**src/rtl/core/rv64_integer_execute_assert.svh**
```systemverilog
// Assertion macros for the integer execute block.
`ifndef RV64_INTEGER_EXECUTE_ASSERT_SVH
`define RV64_INTEGER_EXECUTE_ASSERT_SVH
`ifndef SYNTH
`define RVX_ASSERT_IMPL(lbl, clk, rstn, ante, cons) \
    lbl: assert property (@(posedge clk) disable iff (!rstn) (ante) |-> (cons)) \
        else $error("rvx assertion failed");
`define RVX_ASSERT_NEXT(lbl, clk, rstn, ante, cons) \
    lbl: assert property (@(posedge clk) disable iff (!rstn) (ante) |=> (cons)) \
        else $error("rvx assertion failed");
`else
`define RVX_ASSERT_IMPL(lbl, clk, rstn, ante, cons)
`define RVX_ASSERT_NEXT(lbl, clk, rstn, ante, cons)
`endif
`endif

```
**src/rtl/core/rvx_pkg.sv**
```systemverilog
// Shared types, codes and helpers of the integer execute block.
package rvx_pkg;

    localparam int DIV_STEPS = 64;
    localparam int DIV_FIRST = 4;
    localparam int STAGES    = DIV_FIRST + DIV_STEPS;

    localparam logic [1:0] OUT_EXEC = 2'd0;
    localparam logic [1:0] OUT_TRAP = 2'd1;
    localparam logic [1:0] OUT_FPU  = 2'd2;

    localparam logic [3:0] CAUSE_ILLEGAL    = 4'd2;
    localparam logic [3:0] CAUSE_BREAKPOINT = 4'd3;
    localparam logic [3:0] CAUSE_ECALL_BASE = 4'd8;

    localparam logic [1:0] PRIV_M = 2'd3;

    localparam logic [6:0] OP_LUI      = 7'h37;
    localparam logic [6:0] OP_AUIPC    = 7'h17;
    localparam logic [6:0] OP_JAL      = 7'h6f;
    localparam logic [6:0] OP_JALR     = 7'h67;
    localparam logic [6:0] OP_BRANCH   = 7'h63;
    localparam logic [6:0] OP_LOAD     = 7'h03;
    localparam logic [6:0] OP_LOAD_FP  = 7'h07;
    localparam logic [6:0] OP_STORE    = 7'h23;
    localparam logic [6:0] OP_STORE_FP = 7'h27;
    localparam logic [6:0] OP_AMO      = 7'h2f;
    localparam logic [6:0] OP_IMM      = 7'h13;
    localparam logic [6:0] OP_IMM_32   = 7'h1b;
    localparam logic [6:0] OP_REG      = 7'h33;
    localparam logic [6:0] OP_REG_32   = 7'h3b;
    localparam logic [6:0] OP_MISC_MEM = 7'h0f;
    localparam logic [6:0] OP_SYSTEM   = 7'h73;
    localparam logic [6:0] OP_MADD     = 7'h43;
    localparam logic [6:0] OP_MSUB     = 7'h47;
    localparam logic [6:0] OP_NMSUB    = 7'h4b;
    localparam logic [6:0] OP_NMADD    = 7'h4f;
    localparam logic [6:0] OP_FP       = 7'h53;

    localparam logic [2:0] F3_BEQ  = 3'd0;
    localparam logic [2:0] F3_BNE  = 3'd1;
    localparam logic [2:0] F3_BLT  = 3'd4;
    localparam logic [2:0] F3_BGE  = 3'd5;
    localparam logic [2:0] F3_BLTU = 3'd6;
    localparam logic [2:0] F3_BGEU = 3'd7;

    localparam logic [2:0] F3_ADD  = 3'd0;
    localparam logic [2:0] F3_SLL  = 3'd1;
    localparam logic [2:0] F3_SLT  = 3'd2;
    localparam logic [2:0] F3_SLTU = 3'd3;
    localparam logic [2:0] F3_XOR  = 3'd4;
    localparam logic [2:0] F3_SR   = 3'd5;
    localparam logic [2:0] F3_OR   = 3'd6;
    localparam logic [2:0] F3_AND  = 3'd7;

    localparam logic [2:0] F3_MUL    = 3'd0;
    localparam logic [2:0] F3_MULH   = 3'd1;
    localparam logic [2:0] F3_MULHSU = 3'd2;
    localparam logic [2:0] F3_DIV    = 3'd4;

    localparam logic [2:0] F3_LD     = 3'd3;
    localparam logic [2:0] F3_LDU_MAX = 3'd6;
    localparam logic [2:0] F3_SD     = 3'd3;
    localparam logic [2:0] F3_FLW    = 3'd2;
    localparam logic [2:0] F3_FLD    = 3'd3;
    localparam logic [2:0] F3_AMO_W  = 3'd2;
    localparam logic [2:0] F3_AMO_D  = 3'd3;
    localparam logic [2:0] F3_FENCE  = 3'd0;
    localparam logic [2:0] F3_FENCEI = 3'd1;
    localparam logic [2:0] F3_PRIV   = 3'd0;
    localparam logic [2:0] F3_CSR_RSV = 3'd4;
    localparam logic [2:0] F3_CSRRWI = 3'd5;

    localparam logic [1:0] CSR_OP_WRITE = 2'd1;
    localparam logic [1:0] CSR_OP_SET   = 2'd2;

    localparam logic [6:0] F7_BASE   = 7'd0;
    localparam logic [6:0] F7_ALT    = 7'd32;
    localparam logic [6:0] F7_MULDIV = 7'd1;
    localparam logic [5:0] F6_BASE   = 6'd0;
    localparam logic [5:0] F6_ALT    = 6'd16;
    localparam logic [4:0] AMO_LR    = 5'd2;

    localparam logic [31:0] INSN_ECALL  = 32'h0000_0073;
    localparam logic [31:0] INSN_EBREAK = 32'h0010_0073;
    localparam logic [31:0] INSN_MRET   = 32'h3020_0073;
    localparam logic [31:0] INSN_WFI    = 32'h1050_0073;
    localparam logic [31:0] UIMM_MASK   = 32'hffff_f000;

    localparam logic [11:0] CSR_FFLAGS     = 12'h001;
    localparam logic [11:0] CSR_FRM        = 12'h002;
    localparam logic [11:0] CSR_FCSR       = 12'h003;
    localparam logic [11:0] CSR_CYCLE      = 12'hc00;
    localparam logic [11:0] CSR_TIME       = 12'hc01;
    localparam logic [11:0] CSR_INSTRET    = 12'hc02;
    localparam logic [11:0] CSR_MCYCLE     = 12'hb00;
    localparam logic [11:0] CSR_MINSTRET   = 12'hb02;
    localparam logic [11:0] CSR_MVENDORID  = 12'hf11;
    localparam logic [11:0] CSR_MARCHID    = 12'hf12;
    localparam logic [11:0] CSR_MIMPID     = 12'hf13;
    localparam logic [11:0] CSR_MHARTID    = 12'hf14;
    localparam logic [11:0] CSR_MCONFIGPTR = 12'hf15;
    localparam logic [11:0] CSR_MSTATUS    = 12'h300;
    localparam logic [11:0] CSR_MISA       = 12'h301;
    localparam logic [11:0] CSR_MIE        = 12'h304;
    localparam logic [11:0] CSR_MTVEC      = 12'h305;
    localparam logic [11:0] CSR_MCOUNTEREN = 12'h306;
    localparam logic [11:0] CSR_MSCRATCH   = 12'h340;
    localparam logic [11:0] CSR_MEPC       = 12'h341;
    localparam logic [11:0] CSR_MCAUSE     = 12'h342;
    localparam logic [11:0] CSR_MTVAL      = 12'h343;
    localparam logic [11:0] CSR_MIP        = 12'h344;
    localparam logic [1:0]  CSR_RO_TOP     = 2'd3;

    typedef enum logic [1:0] {
        U_ALU,
        U_MUL,
        U_DIV
    } t_unit;

    typedef struct packed {
        logic [1:0]  outcome;
        logic [3:0]  trap_cause;
        logic [63:0] trap_value;
        logic [63:0] result_value;
        logic        redirect;
        logic [63:0] target;
        logic [63:0] mem_addr;
        logic [63:0] mem_data;
        logic        csr_write;
        logic [11:0] csr_number;
        logic [63:0] csr_new_value;
    } t_res;

    typedef struct packed {
        t_unit      unit;
        logic       word;
        logic [1:0] mulf;
    } t_ctl;

    typedef struct packed {
        logic [63:0] rem;
        logic [63:0] quo;
        logic [63:0] dvs;
        logic        neg_q;
        logic        neg_r;
        logic        is_rem;
        logic        zero;
    } t_div;

    function automatic logic [63:0] sx32(input logic [63:0] x);
        return {{32{x[31]}}, x[31:0]};
    endfunction

endpackage

```
**src/rtl/core/rvx_div_step.sv**
```systemverilog
// One restoring division step: shift in a dividend bit, trial subtract.
module rvx_div_step
    import rvx_pkg::*;
(
    input  t_div i_st,
    output t_div o_st
);

    logic [64:0] trial;
    logic [65:0] diff;
    logic        ge;

    assign trial = {i_st.rem, i_st.quo[63]};
    assign diff  = {1'b0, trial} - {2'b00, i_st.dvs};
    assign ge    = !diff[65];

    always_comb begin
        o_st     = i_st;
        o_st.rem = ge ? diff[63:0] : trial[63:0];
        o_st.quo = {i_st.quo[62:0], ge};
    end

endmodule
```
**config.mk**
```make
export PLATFORM = sky130hd
export DESIGN_NAME = rvx_div_step
export DESIGN_NICKNAME = d
export VERILOG_FILES = /design/src/rtl/core/rv64_integer_execute_assert.svh /design/src/rtl/core/rvx_pkg.sv /design/src/rtl/core/rvx_div_step.sv
export SDC_FILE = /design/constraint.sdc
export NUM_CORES = 1
export LEC_CHECK = 0
export BUFFER_PORTS_ARGS = -buffer_cell sky130_fd_sc_hd__buf_4
export CAP_MARGIN = 0
export CELL_PAD_IN_SITES_DETAIL_PLACEMENT = 1
export CELL_PAD_IN_SITES_GLOBAL_PLACEMENT = 2
export CORE_MARGIN = 2
export CORE_UTILIZATION = 20
export DETAILED_ROUTE_END_ITERATION = 10
export PLACE_DENSITY = 0.87
export RECOVER_POWER = 100
export SLEW_MARGIN = 20
export SYNTH_ARGS = -nofsm -noshare
export SYNTH_HDL_FRONTEND = slang
export SYNTH_SLANG_ARGS = --single-unit
```
**constraint.sdc**
```tcl
create_clock -name vclk -period 4.1
set_input_delay 0.41 -clock vclk [all_inputs]
set_output_delay 0.41 -clock vclk [all_outputs]
set_load 0.05 [all_outputs]
```
==> flow_metrics.env <==
export IMPL_outcome="finished, final reports clean"
export IMPL_peakVddDrop_v=0.000102
export IMPL_cp_common_cell="buf_4"
export IMPL_fin_crit_ns=3.92
export IMPL_cp_start_kind="primary input"
export IMPL_post_drt_wl_per_cell_um=16.1
export IMPL_grt_pass1_vias=6436
export IMPL_worst_slew_pin_slew_ns=0.683
export IMPL_p_leak_uw=0.00349
export IMPL_cp_required_ns=3.69
export IMPL_ant_nets=0
export IMPL_cp_top_family="compound AO/OA/AOI/OAI gates"
export IMPL_drive_gt1_frac=0.265
export IMPL_min_to="o_st[101]"
export IMPL_whs_ns=0.820
export IMPL_slew_violations=0
export IMPL_clock_buffers=0
export IMPL_power_per_cell_area_mw_per_mm2=266
export IMPL_setup_ws_ns=0.176
export IMPL_layout_commonest_cell="buf_4"
export IMPL_worstSetupPathType="in -> out"
export IMPL_num_vias=6305
export IMPL_finalWirelength_um=22400
export IMPL_drv_cap=0
export IMPL_seq_area_frac_synth=0
export IMPL_whs_path_depth=0
export IMPL_crit_buf_inv=5
export IMPL_grt_pass1_wl_um=32800
export IMPL_die_h_um=171
export IMPL_portBuffers=258
export IMPL_overflow=0
export IMPL_gp_congestion=0.856
export IMPL_max_stage_delay_ns=0.40
export IMPL_die_width_um=171
export IMPL_layout_common_cells="230 x buf_4, 131 x a21oi_1, 96 x nor2_1"
export IMPL_row_count=61
export IMPL_finalSetupTns_ns=0
export IMPL_critPathSlowestCell="a221o_2"
export IMPL_end_kind="primary output"
export IMPL_syn_avg_cell_area_um2=6.39
export IMPL_hold_violations=0
export IMPL_path_cells="buf_4 > inv_1 > ha_1 > a21oi_1 > o21ai_0 > a21o_1 > a221o_2 > a31oi_4 > o41ai_4 > a211oi_2 > o31ai_4 > buf_4 > buf_12 > a21oi_1 > buf_4"
export IMPL_yosys_warnings=0
export IMPL_seq_area_um2=0
export IMPL_vias_per_cell=4.53
export IMPL_relSlewSlack=0.546
export IMPL_pin_count=392
export IMPL_die_area_mm2=0.0293
export IMPL_dp_cells=1385
export IMPL_final_core_util=0.257
export IMPL_ys_types=59
export IMPL_hold_class="in -> out"
export IMPL_timing_fmax_mhz=255
export IMPL_syn_instance_count=875
export IMPL_syn_cell_area_mm2=0.00559
export IMPL_start_util=0.202
export IMPL_grt_max_degree=59
export IMPL_pre_cts_slack_ns=-0.0420
export IMPL_syn_to_final_growth_pct=26.9
export IMPL_core_area_mm2=0.0276
export IMPL_hpwl_um=18900
export IMPL_grt_usage=0.135
export IMPL_fin_crit_sh=0.957
export IMPL_filler_cell_count=3568
export IMPL_antenna_found_initial=0
export IMPL_design_seq_count=0
export IMPL_nets=1278
export IMPL_drt_pass1_iter_count=4
export IMPL_dr_first_iter_drc_count=155
export IMPL_drc=0
export IMPL_crit_fanout=29
export IMPL_diodes=0
export IMPL_layout_cells_non_filler=1393
export IMPL_hp_start="i_st[100]"
export IMPL_synth_nets=1136
export IMPL_setup_viol=0
export IMPL_cp_arrival_ns=3.51
[how the worst max path moves through the flow]
stage               depth (start not counted)     start  slack, ns   endpoint
floorplan                                  14  i_st[14]       0.13  o_st[145]
global placement                           16  i_st[30]      -0.05  o_st[179]
detailed placement                         16  i_st[30]      -0.04  o_st[179]
CTS                                        16  i_st[11]       0.03  o_st[179]
global route                               16  i_st[11]     -0.004  o_st[162]
finish                                     15  i_st[16]       0.18  o_st[161]
[Yosys cell counts, drive strengths merged (9+ instances only)]
| library cell | n | area [µm²] |
|---|---|---|
| buf | 147 | 1080 |
| a21oi | 133 | 666 |
| nor2 | 96 | 360 |
| inv | 86 | 323 |
| nand2 | 71 | 267 |
| ha | 64 | 801 |
| o21ai | 31 | 155 |
| xnor2 | 31 | 272 |
| a21o | 26 | 195 |
| xor2 | 26 | 228 |
| o21bai | 13 | 97.6 |
| clkbuf | 12 | 46.3 |
| mux2 | 12 | 135 |
| nand3 | 12 | 60.1 |
| nand4 | 12 | 75.1 |
| a31oi | 11 | 75.1 |
| a211oi | 9 | 72.6 |
[per-stage QoR]
stage / power, µW / area, µm²
2_1_floorplan: 1490 / 5590
3_3_place_gp: 1870 / 7150
3_5_place_dp: 1880 / 7150
4_1_cts: 1890 / 7170
5_1_grt: 2020 / 7090
6_report: 1890 / 7090
[power by group]
part / internal [µW] / switching (µW) / leakage, µW
clock: 0 / 0 / 0
combinational: 644 / 1240 / 0.00349
sequential: 0 / 0 / 0
total: 644 / 1240 / 0.00349
[layer usage]
metal  track usage  routed length [µm]  vias to the layer above
met2         0.249               11000                      173
met3        0.0113                 992                       30
met5             0                   0                        -
li1              -                   -                     3172
met4        0.0151                 296                        0
met1         0.176               10100                     2930
[final cells by class]
type	count	area, µm²	area share
inverters	86	323	0.0455
multi-input cells	630	4230	0.596
well taps	378	473	0.0667
repair buffers	299	2070	0.292
[kinds of logic after synthesis]
| family | Yosys count | share of synthesized area |
|---|---|---|
| buffers and inverters | 245 | 0.259 |
| AO/OA/AOI/OAI | 268 | 0.300 |
| AND/OR/NAND/NOR | 226 | 0.177 |
| XOR/XNOR | 57 | 0.0893 |
| adder cells (fa/ha/maj) | 65 | 0.147 |
| multiplexers | 14 | 0.0278 |
[timing repair]
item	4_1_cts	5_1_grt
hold buffers	0	0
gates resized for setup	6	17
setup buffers	0	5
pin swaps	2	5
endpoints found under the setup margin	5	60
gates cloned	0	3
(Power assumes the default switching activity.)
